**config.mk**
```make
export PLATFORM = sky130hd
export DESIGN_NAME = multi_channel_toggle_burst_generator_unit
export DESIGN_NICKNAME = d
export VERILOG_FILES = /design/src/rtl/mctbg_pkg.sv /design/src/rtl/multi_channel_toggle_burst_generator_unit.sv /design/src/rtl/mctbg_cell.sv
export SDC_FILE = /design/constraint.sdc
export NUM_CORES = 2
export LEC_CHECK = 0
export ABC_AREA = 1
export ABC_CLOCK_PERIOD_IN_PS = 6200
export BUFFER_PORTS_ARGS = -buffer_cell sky130_fd_sc_hd__clkbuf_2
export CAP_MARGIN = 20
export CORE_MARGIN = 3
export CORE_UTILIZATION = 50
export DETAILED_ROUTE_END_ITERATION = 10
export PLACE_DENSITY = 0.67
export SYNTH_ARGS = -nofsm -noshare
export SYNTH_HDL_FRONTEND = slang
export SYNTH_SLANG_ARGS = --single-unit
```
**constraint.sdc**
```tcl
create_clock -name clk -period 6.2 [get_ports clk]
set_input_delay 0 -clock clk [delete_from_list [all_inputs] [get_ports clk]]
set_output_delay 0 -clock clk [all_outputs]
set_load 0.02 [all_outputs]
```
**src/rtl/mctbg_pkg.sv**
```systemverilog
// Shared types, codes and helpers of the multi-channel toggle burst generator.
// Used by the channel cell, the top level and the port checker.
`default_nettype none

package mctbg_pkg;

  // Table size and per-tick limits.
  localparam int unsigned CHANNELS_DEF = 8;
  localparam int unsigned MAX_RESULTS  = 8;
  localparam int unsigned CNT_W        = $clog2(MAX_RESULTS + 1);

  // Field widths.
  localparam int unsigned PIN_W  = 8;
  localparam int unsigned TIME_W = 32;
  localparam int unsigned TGL_W  = 16;
  localparam int unsigned SLOT_W = 3;

  // Packed beat widths.
  localparam int unsigned IN_DATA_W  = 88;
  localparam int unsigned OUT_DATA_W = 16;

  // Input selector codes.
  localparam logic CMD_TICK = 1'b0;
  localparam logic CMD_POST = 1'b1;

  // Result kind codes.
  localparam logic KIND_REPLY  = 1'b0;
  localparam logic KIND_TOGGLE = 1'b1;

  // Sequencer states.
  typedef enum logic [1:0] {
    ST_IDLE,
    ST_SCAN,
    ST_FLUSH
  } state_t;

  // Controls broadcast from the sequencer to every cell.
  typedef struct packed {
    logic              advance;
    logic              start;
    logic              post;
    logic              claimed;
    logic              room;
    logic [TIME_W-1:0] now;
    logic [PIN_W-1:0]  pin;
    logic [TIME_W-1:0] half;
    logic [TGL_W-1:0]  count;
    logic [TIME_W-1:0] start_time;
  } cell_ctl_t;

  // What the cell holding the token reports; zero from all other cells.
  typedef struct packed {
    logic              hit;
    logic              claim;
    logic [SLOT_W-1:0] slot;
    logic [PIN_W-1:0]  pin;
    logic              fin;
  } cell_out_t;

  // One result beat.
  typedef struct packed {
    logic              kind;
    logic              accepted;
    logic [SLOT_W-1:0] slot;
    logic [PIN_W-1:0]  pin;
    logic              fin;
    logic              last;
  } result_t;

  // Wrap-safe test that time t has been reached at time now.
  function automatic logic reached(input logic [TIME_W-1:0] now,
                                   input logic [TIME_W-1:0] t);
    logic [TIME_W-1:0] d;
    d = now - t;
    return !d[TIME_W-1];
  endfunction

endpackage

`default_nettype wire

```
**src/rtl/multi_channel_toggle_burst_generator_unit.sv**
```systemverilog
// Top level of the multi-channel toggle burst generator: sequencer, result
// buffers and the row of channel cells. Depends on mctbg_pkg and mctbg_cell.
`default_nettype none

// Each input beat is either a millisecond tick or a post of a toggle task.
// Both are handled by walking a token along the row of CHANNELS cells, one
// cell per cycle; an item passes through the accepting cycle, the walk and a
// flush state that hands over the final result, and the walk and the flush
// can wait while the output side holds tready low. A post lands in the
// lowest free cell the token meets and gives one reply beat; a tick fires
// every due channel in slot order, at most MAX_RESULTS toggle beats, the
// final one flagged by tlast. A quiet tick gives no beat at all. The input
// is taken again once the final result has moved into the output register,
// even if it still waits there.

module multi_channel_toggle_burst_generator_unit
  import mctbg_pkg::*;
#(
  parameter int unsigned CHANNELS = CHANNELS_DEF
) (
  input  wire                   clk,
  input  wire                   rst,
  // Input beat.
  input  wire                   s_axis_tvalid,
  output logic                  s_axis_tready,
  // tdata, lowest bit up: pin[7:0], half_period[39:8],
  // toggle_count[55:40], start_delay[87:56].
  input  wire  [IN_DATA_W-1:0]  s_axis_tdata,
  // tuser: cmd.
  input  wire                   s_axis_tuser,
  // Result beat.
  output logic                  m_axis_tvalid,
  input  wire                   m_axis_tready,
  // tdata, lowest bit up: accepted[0], slot[3:1], pin_out[11:4],
  // finished[12], zero[15:13].
  output logic [OUT_DATA_W-1:0] m_axis_tdata,
  // tuser: kind.
  output logic                  m_axis_tuser,
  output logic                  m_axis_tlast
);

  state_t            state;
  state_t            state_next;

  logic [TIME_W-1:0] ms_clock;
  logic              c_post;
  logic [PIN_W-1:0]  c_pin;
  logic [TIME_W-1:0] c_half;
  logic [TGL_W-1:0]  c_count;
  logic [TIME_W-1:0] c_start;
  logic [CNT_W-1:0]  n_events;

  result_t           obuf;
  logic              obuf_v;
  result_t           pend;
  logic              pend_v;

  logic              accept;
  logic              scanning;
  logic              push_ok;
  logic              advance;
  logic              scan_done;
  logic              flush_go;

  logic [PIN_W-1:0]  in_pin;
  logic [TIME_W-1:0] in_half;
  logic [TGL_W-1:0]  in_count;
  logic [TIME_W-1:0] in_delay;

  cell_ctl_t         ctl;
  cell_out_t         rpt [CHANNELS];
  cell_out_t         bus;
  logic [CHANNELS-1:0] tok;

  // Unpack the input beat.
  assign in_pin   = s_axis_tdata[7:0];
  assign in_half  = s_axis_tdata[39:8];
  assign in_count = s_axis_tdata[55:40];
  assign in_delay = s_axis_tdata[87:56];

  // Gather the report of the cell holding the token.
  always_comb begin
    bus = '0;
    for (int i = 0; i < CHANNELS; i++) begin
      bus = bus | rpt[i];
    end
  end

  // Sequencer: next state and handshake decisions.
  always_comb begin
    s_axis_tready = (state == ST_IDLE);
    accept        = s_axis_tvalid && s_axis_tready;
    scanning      = (state == ST_SCAN);
    push_ok       = !pend_v || !obuf_v || m_axis_tready;
    advance       = scanning && (!bus.hit || push_ok);
    scan_done     = advance && tok[CHANNELS-1];
    flush_go      = (state == ST_FLUSH) && pend_v && (!obuf_v || m_axis_tready);

    state_next = state;
    case (state)
      ST_IDLE: begin
        if (accept) begin
          state_next = ST_SCAN;
        end
      end
      ST_SCAN: begin
        if (scan_done) begin
          state_next = ST_FLUSH;
        end
      end
      ST_FLUSH: begin
        if (!pend_v || flush_go) begin
          state_next = ST_IDLE;
        end
      end
      default: begin
        state_next = ST_IDLE;
      end
    endcase
  end

  always_ff @(posedge clk) begin
    if (rst) begin
      state <= ST_IDLE;
    end else begin
      state <= state_next;
    end
  end

  // Millisecond clock and the latched command.
  always_ff @(posedge clk) begin
    if (rst) begin
      ms_clock <= '0;
    end else if (accept && (s_axis_tuser == CMD_TICK)) begin
      ms_clock <= ms_clock + TIME_W'(1);
    end
  end

  always_ff @(posedge clk) begin
    if (accept) begin
      c_post  <= (s_axis_tuser == CMD_POST);
      c_pin   <= in_pin;
      c_half  <= (in_half == '0) ? TIME_W'(1) : in_half;
      c_count <= in_count;
      c_start <= ms_clock + in_delay;
    end
  end

  // Broadcast controls to the cells.
  always_comb begin
    ctl            = '0;
    ctl.advance    = advance;
    ctl.start      = accept;
    ctl.post       = c_post;
    ctl.claimed    = pend.accepted;
    ctl.room       = (n_events < CNT_W'(MAX_RESULTS));
    ctl.now        = ms_clock;
    ctl.pin        = c_pin;
    ctl.half       = c_half;
    ctl.count      = c_count;
    ctl.start_time = c_start;
  end

  // Row of channel cells; the token passes from each cell to the next.
  for (genvar g = 0; g < CHANNELS; g++) begin : g_cell
    logic tok_in;
    if (g == 0) begin : g_head
      assign tok_in = 1'b0;
    end else begin : g_link
      assign tok_in = tok[g-1];
    end
    mctbg_cell #(
      .IDX (g)
    ) u_cell (
      .clk    (clk),
      .rst    (rst),
      .ctl    (ctl),
      .tok_in (tok_in),
      .tok    (tok[g]),
      .rpt    (rpt[g])
    );
  end

  // Pending result: the newest event or the post reply, held back until
  // it is known whether it is the last one of the item.
  always_ff @(posedge clk) begin
    if (rst) begin
      pend_v        <= 1'b0;
      pend.accepted <= 1'b0;
      n_events      <= '0;
    end else if (accept) begin
      pend_v        <= (s_axis_tuser == CMD_POST);
      pend.accepted <= 1'b0;
      n_events      <= '0;
    end else if (advance && bus.hit) begin
      pend_v        <= 1'b1;
      pend.accepted <= 1'b0;
      n_events      <= n_events + CNT_W'(1);
    end else if (advance && bus.claim) begin
      pend.accepted <= 1'b1;
    end else if (flush_go) begin
      pend_v <= 1'b0;
    end
  end

  always_ff @(posedge clk) begin
    if (accept) begin
      pend.kind <= KIND_REPLY;
      pend.slot <= '0;
      pend.pin  <= '0;
      pend.fin  <= 1'b0;
      pend.last <= 1'b0;
    end else if (advance && bus.hit) begin
      pend.kind <= KIND_TOGGLE;
      pend.slot <= bus.slot;
      pend.pin  <= bus.pin;
      pend.fin  <= bus.fin;
      pend.last <= 1'b0;
    end else if (advance && bus.claim) begin
      pend.slot <= bus.slot;
    end
  end

  // Output register: takes the pending beat when a newer event displaces it,
  // or at the end of the item with tlast set.
  always_ff @(posedge clk) begin
    if (rst) begin
      obuf_v <= 1'b0;
    end else if ((advance && bus.hit && pend_v) || flush_go) begin
      obuf_v <= 1'b1;
    end else if (m_axis_tready) begin
      obuf_v <= 1'b0;
    end
  end

  always_ff @(posedge clk) begin
    if (advance && bus.hit && pend_v) begin
      obuf <= pend;
    end else if (flush_go) begin
      obuf <= '{kind: pend.kind, accepted: pend.accepted, slot: pend.slot,
                pin: pend.pin, fin: pend.fin, last: 1'b1};
    end
  end

  // Pack the result beat.
  assign m_axis_tvalid = obuf_v;
  assign m_axis_tdata  = {3'b000, obuf.fin, obuf.pin, obuf.slot, obuf.accepted};
  assign m_axis_tuser  = obuf.kind;
  assign m_axis_tlast  = obuf.last;

endmodule

`default_nettype wire

```
**src/rtl/mctbg_cell.sv**
```systemverilog
// One toggle channel: holds its task state and passes the scan token onward.
// Depends on mctbg_pkg for the control and report structures.
`default_nettype none

module mctbg_cell
  import mctbg_pkg::*;
#(
  parameter int unsigned IDX = 0
) (
  input  wire        clk,
  input  wire        rst,
  input  cell_ctl_t  ctl,
  input  wire        tok_in,
  output logic       tok,
  output cell_out_t  rpt
);

  logic              active;
  logic [PIN_W-1:0]  pin;
  logic [TGL_W-1:0]  left;
  logic [TIME_W-1:0] half;
  logic [TIME_W-1:0] due;
  logic [TIME_W-1:0] start_time;

  logic              fire;
  logic              claim;
  logic [TGL_W-1:0]  left_next;
  logic              fin;

  // Decide what this cell does while it holds the token.
  always_comb begin
    fire      = tok && !ctl.post && ctl.room && active &&
                reached(ctl.now, start_time) && reached(ctl.now, due);
    claim     = tok && ctl.post && !ctl.claimed && !active && (ctl.count != '0);
    left_next = (left != '0) ? left - TGL_W'(1) : '0;
    fin       = (left_next == '0);

    rpt       = '0;
    rpt.hit   = fire;
    rpt.claim = claim;
    rpt.slot  = SLOT_W'(IDX);
    rpt.pin   = tok ? pin : '0;
    rpt.fin   = fire && fin;
    if (!tok) begin
      rpt.slot = '0;
    end
  end

  // Token moves one cell along on every advancing cycle of a scan.
  always_ff @(posedge clk) begin
    if (rst) begin
      tok <= 1'b0;
    end else if (ctl.start) begin
      tok <= (IDX == 0);
    end else if (ctl.advance) begin
      tok <= tok_in;
    end
  end

  // Channel occupancy.
  always_ff @(posedge clk) begin
    if (rst) begin
      active <= 1'b0;
    end else if (ctl.advance && claim) begin
      active <= 1'b1;
    end else if (ctl.advance && fire && fin) begin
      active <= 1'b0;
    end
  end

  // Task fields: loaded by a post, stepped by each toggle.
  always_ff @(posedge clk) begin
    if (ctl.advance && claim) begin
      pin        <= ctl.pin;
      left       <= ctl.count;
      half       <= ctl.half;
      due        <= ctl.start_time;
      start_time <= ctl.start_time;
    end else if (ctl.advance && fire) begin
      left <= left_next;
      if (!fin) begin
        due <= due + half;
      end
    end
  end

endmodule

`default_nettype wire

```
==> flow_summary.json <==
{
  "drcViolationCount": 0,
  "reg2reg_from": "ms_clock[5]",
  "instances_no_fill": 9990,
  "first_global_vias": 54700,
  "numCtsBuffers": 134,
  "power_leakage_nw": 34.4,
  "syn_inst": 7672,
  "grt_use_met3": 0.0395,
  "ios": 113,
  "critPathKind": "flop to flop",
  "cts_num_sinks": 1134,
  "area_growth_pct": 12.8,
  "final_nets": 8876,
  "r2r_slack_ns": 0.98,
  "reg2reg_depth": 16,
  "fp.dieW_um": 382,
  "max-clock-path-buffers": 3,
  "cts_root_buf": "clkbuf_16",
  "crit_path_end_kind": "flop",
  "max_freq_mhz": 191,
  "ant_nets": 0,
  "fin_ws_ns": 0.976,
  "gp_routability_congestion": 0.949,
  "grt_usage": 0.285,
  "via_count": 56600,
  "post_synth.cell_area_avg_um2": 9.20,
  "setup_viol": 0,
  "gr-total-overflow": 0,
  "seq_area_frac_synth": 0.472,
  "cts_resized": 0,
  "wl_per_cell_um": 21.1,
  "reg2reg_to": "m_axis_tdata[6]",
  "status": "completed",
  "skew_ns": 0.0272,
  "power_mw": 17.5,
  "period_minus_slack_ns": 5.22,
  "rows": 137,
  "fp.dieArea_um2": 146000,
  "final_area_um2": 79600,
  "whs_endpoint": "c_half[0]",
  "syn_area_um2": 70600,
  "synth_enable_flop_cells": 1064,
  "die_h_um": 382,
  "yosysUniqueCellTypes": 57,
  "min_path_cells": 4,
  "clock_latency_ns": 0.77,
  "hold_violations": 0,
  "dr.first_iter.drc_count": 5635,
  "core-area_um2": 140000,
  "ys_warn_count": 0,
  "worst_pin_slew_ns": 1.10,
  "first_pass_iters": 6,
  "clkTransAtPathRegs_ns": 0.05,
  "post_dp_cell_area_um2": 73500,
  "dpl.hpwl_um": 151000,
  "busiest_layer": "met2",
  "pre_cts_slack_ns": 1.07,
  "hold_start": "s_axis_tdata[8]",
  "cp.required_ns": 6.60,
  "cp.arrival_ns": 5.62,
  "hold_class": "input port to flop",
  "antenna_found_initial": 10,
  "crit_fanout": 23,
  "ys_seq_elements": 1134,
  "period_share": 0.843,
  "cp-start-kind": "flop",
  "ir_drop_mv": 0.219,
  "io_buffers": 109,
  "drive_gt1_frac": 0.0581,
  "async_flop_share": 0,
  "grtUsageMet2": 0.450,
  "grt_max_degree": 165,
  "drt_wl_total_um": 211000,
  "viasPerCell": 5.66,
  "finalMaxSlewViolations": 0,
  "rsz0062_at_grt": "false",
  "maxSlewHeadroom": 0.264,
  "pwr_density_cell_nw_per_um2": 220,
  "synth_top_flop_cell": "edfxtp_1",
  "initial_core_util": 0.505,
  "tns_ns": 0,
  "tritoncts": "built",
  "cap_violations": 0,
  "placed_cells": 9577,
  "grt_first_pass_wirelength_um": 317000,
  "met1_usage": 0.398,
  "htreeDepth": 4
}
## worst max-delay path, stage by stage, from the launching register on
cell and delay (ns):
dfxtp_1 0.74, buf_4 0.34, ha_1 0.18, nand4_1 0.11, a21oi_1 0.30, o21ai_1 0.11
nand2_1 0.18, nand3_1 0.19, nand3b_1 0.15, nand3_1 0.18, nor2_2 0.36, nor2_1 0.18
nand4_2 0.14, nand3_1 0.39, inv_1 0.61, nand2_1 0.17, nand2_1 0.51
## timing repair
action                                 CTS  global route
buffers inserted                         0             0
hold buffers                           167             0
endpoints found under the hold margin  162             0
## per-stage QoR
step                utilization  hold WS (ns)
floorplan                     -        0.0989
finish                    0.569        0.0777
CTS                       0.569        0.0226
global route              0.569        0.0843
detailed placement        0.526         0.179
global placement          0.526         0.179
## synthesized netlist by cell type, types with 32 or more instances
master,count,area (um^2)
a21boi_0,42,315
clkbuf_1,88,330
a21oi_1,602,3010
nand3_1,203,1020
dfxtp_1,70,1400
buf_4,41,308
buf_2,43,215
inv_1,1094,4110
nand2_1,1557,5840
ha_1,769,9620
o21a_1,39,293
nor3_1,100,500
o21ai_0,413,2070
xnor2_1,186,1630
o21ai_1,224,1120
edfxtp_1,1064,32000
xor2_1,178,1560
nor4_1,50,313
a31oi_1,32,200
a221oi_1,40,350
nand4_1,133,832
nor2_1,494,1850
## placed cells by master, fill, tap and decap left out, types with 13 or more instances in the layout
cell,instances
clkbuf_2,109
nor4_1,50
a21oi_1,601
nor3_1,100
nand4_1,133
nand3b_1,23
clkbuf_16,139
dfxtp_1,70
buf_4,92
nor2_1,494
clkbuf_1,34
inv_1,1094
nand2_1,1557
o21ai_1,224
o211ai_1,15
a221oi_1,40
xnor2_1,186
o21bai_1,18
a21boi_0,42
a21o_1,15
dlygate4sd3_1,167
clkinv_1,16
ha_1,769
xor2_1,178
buf_12,13
a31oi_1,32
o21ai_0,413
nand3_1,203
clkinv_2,18
o21a_1,39
or2_2,17
edfxtp_1,1064
## cells by family (layout without fill, tap and decap cells)
kind of cell,count (synthesis),count (layout),synth area share
adder cells (fa/ha/maj),778,778,0.139
XOR/XNOR,364,364,0.0452
other,1,5,0.0000531
AND/OR/NAND/NOR,2627,2627,0.157
AO/OA/AOI/OAI,1476,1476,0.113
flip-flops,1134,1134,0.472
buffers and inverters,1292,1730,0.0730
## final cells by class
| cell class | count | area (um^2) |
|---|---|---|
| antenna | 2 | 5.00 |
| clock buffer | 183 | 3740 |
| clock inverter | 60 | 613 |
| fill | 12200 | 60300 |
| inverter | 1105 | 4150 |
| multi-input combinational | 5248 | 32200 |
| sequential | 1134 | 33400 |
| tap | 1876 | 2350 |
| timing repair buffer | 382 | 3200 |
## how the worst max path moves through the flow
stage | from | endpoint | slack, ns | depth (start not counted)
after global routing | ms_clock[5] | m_axis_tdata[6] | 0.58 | 16
after CTS | ms_clock[5] | m_axis_tdata[9] | 1.03 | 16
after floorplan | ms_clock[22] | g_cell[0].u_cell.due[0] | 0.60 | 17
final | ms_clock[5] | m_axis_tdata[6] | 0.98 | 16
after detailed placement | ms_clock[5] | m_axis_tdata[9] | 1.07 | 16
after global placement | ms_clock[29] | m_axis_tdata[4] | 1.19 | 16
## metal layers
metal	wire length (um)	up-vias	share of wire
met4	8710	0	0.041
met5	0	-	0
met2	94400	2102	0.45
met3	18100	383	0.086
met1	89600	27100	0.42
li1	-	27000	-
## sequential cells by signal (all words and copies together), names as in the netlist, 2 cells and up
signal and count:
g_cell.u_cell.tok 8, g_cell.u_cell.half 256, ms_clock 32, g_cell.u_cell.left 128
pend 13, c_count 16, state 2, c_pin 8
g_cell.u_cell.pin 64, m_axis_tdata 13, c_half 32, c_start 32
g_cell.u_cell.active 8, g_cell.u_cell.start_time 256, n_events 4, g_cell.u_cell.due 256
## power by group
group	switching [mW]	total [mW]	internal [mW]
Combinational	0.534	0.830	0.297
Sequential	0.237	8.74	8.50
Clock	3.28	7.94	4.66
Note: power is estimated with default switching activity, not from simulation.
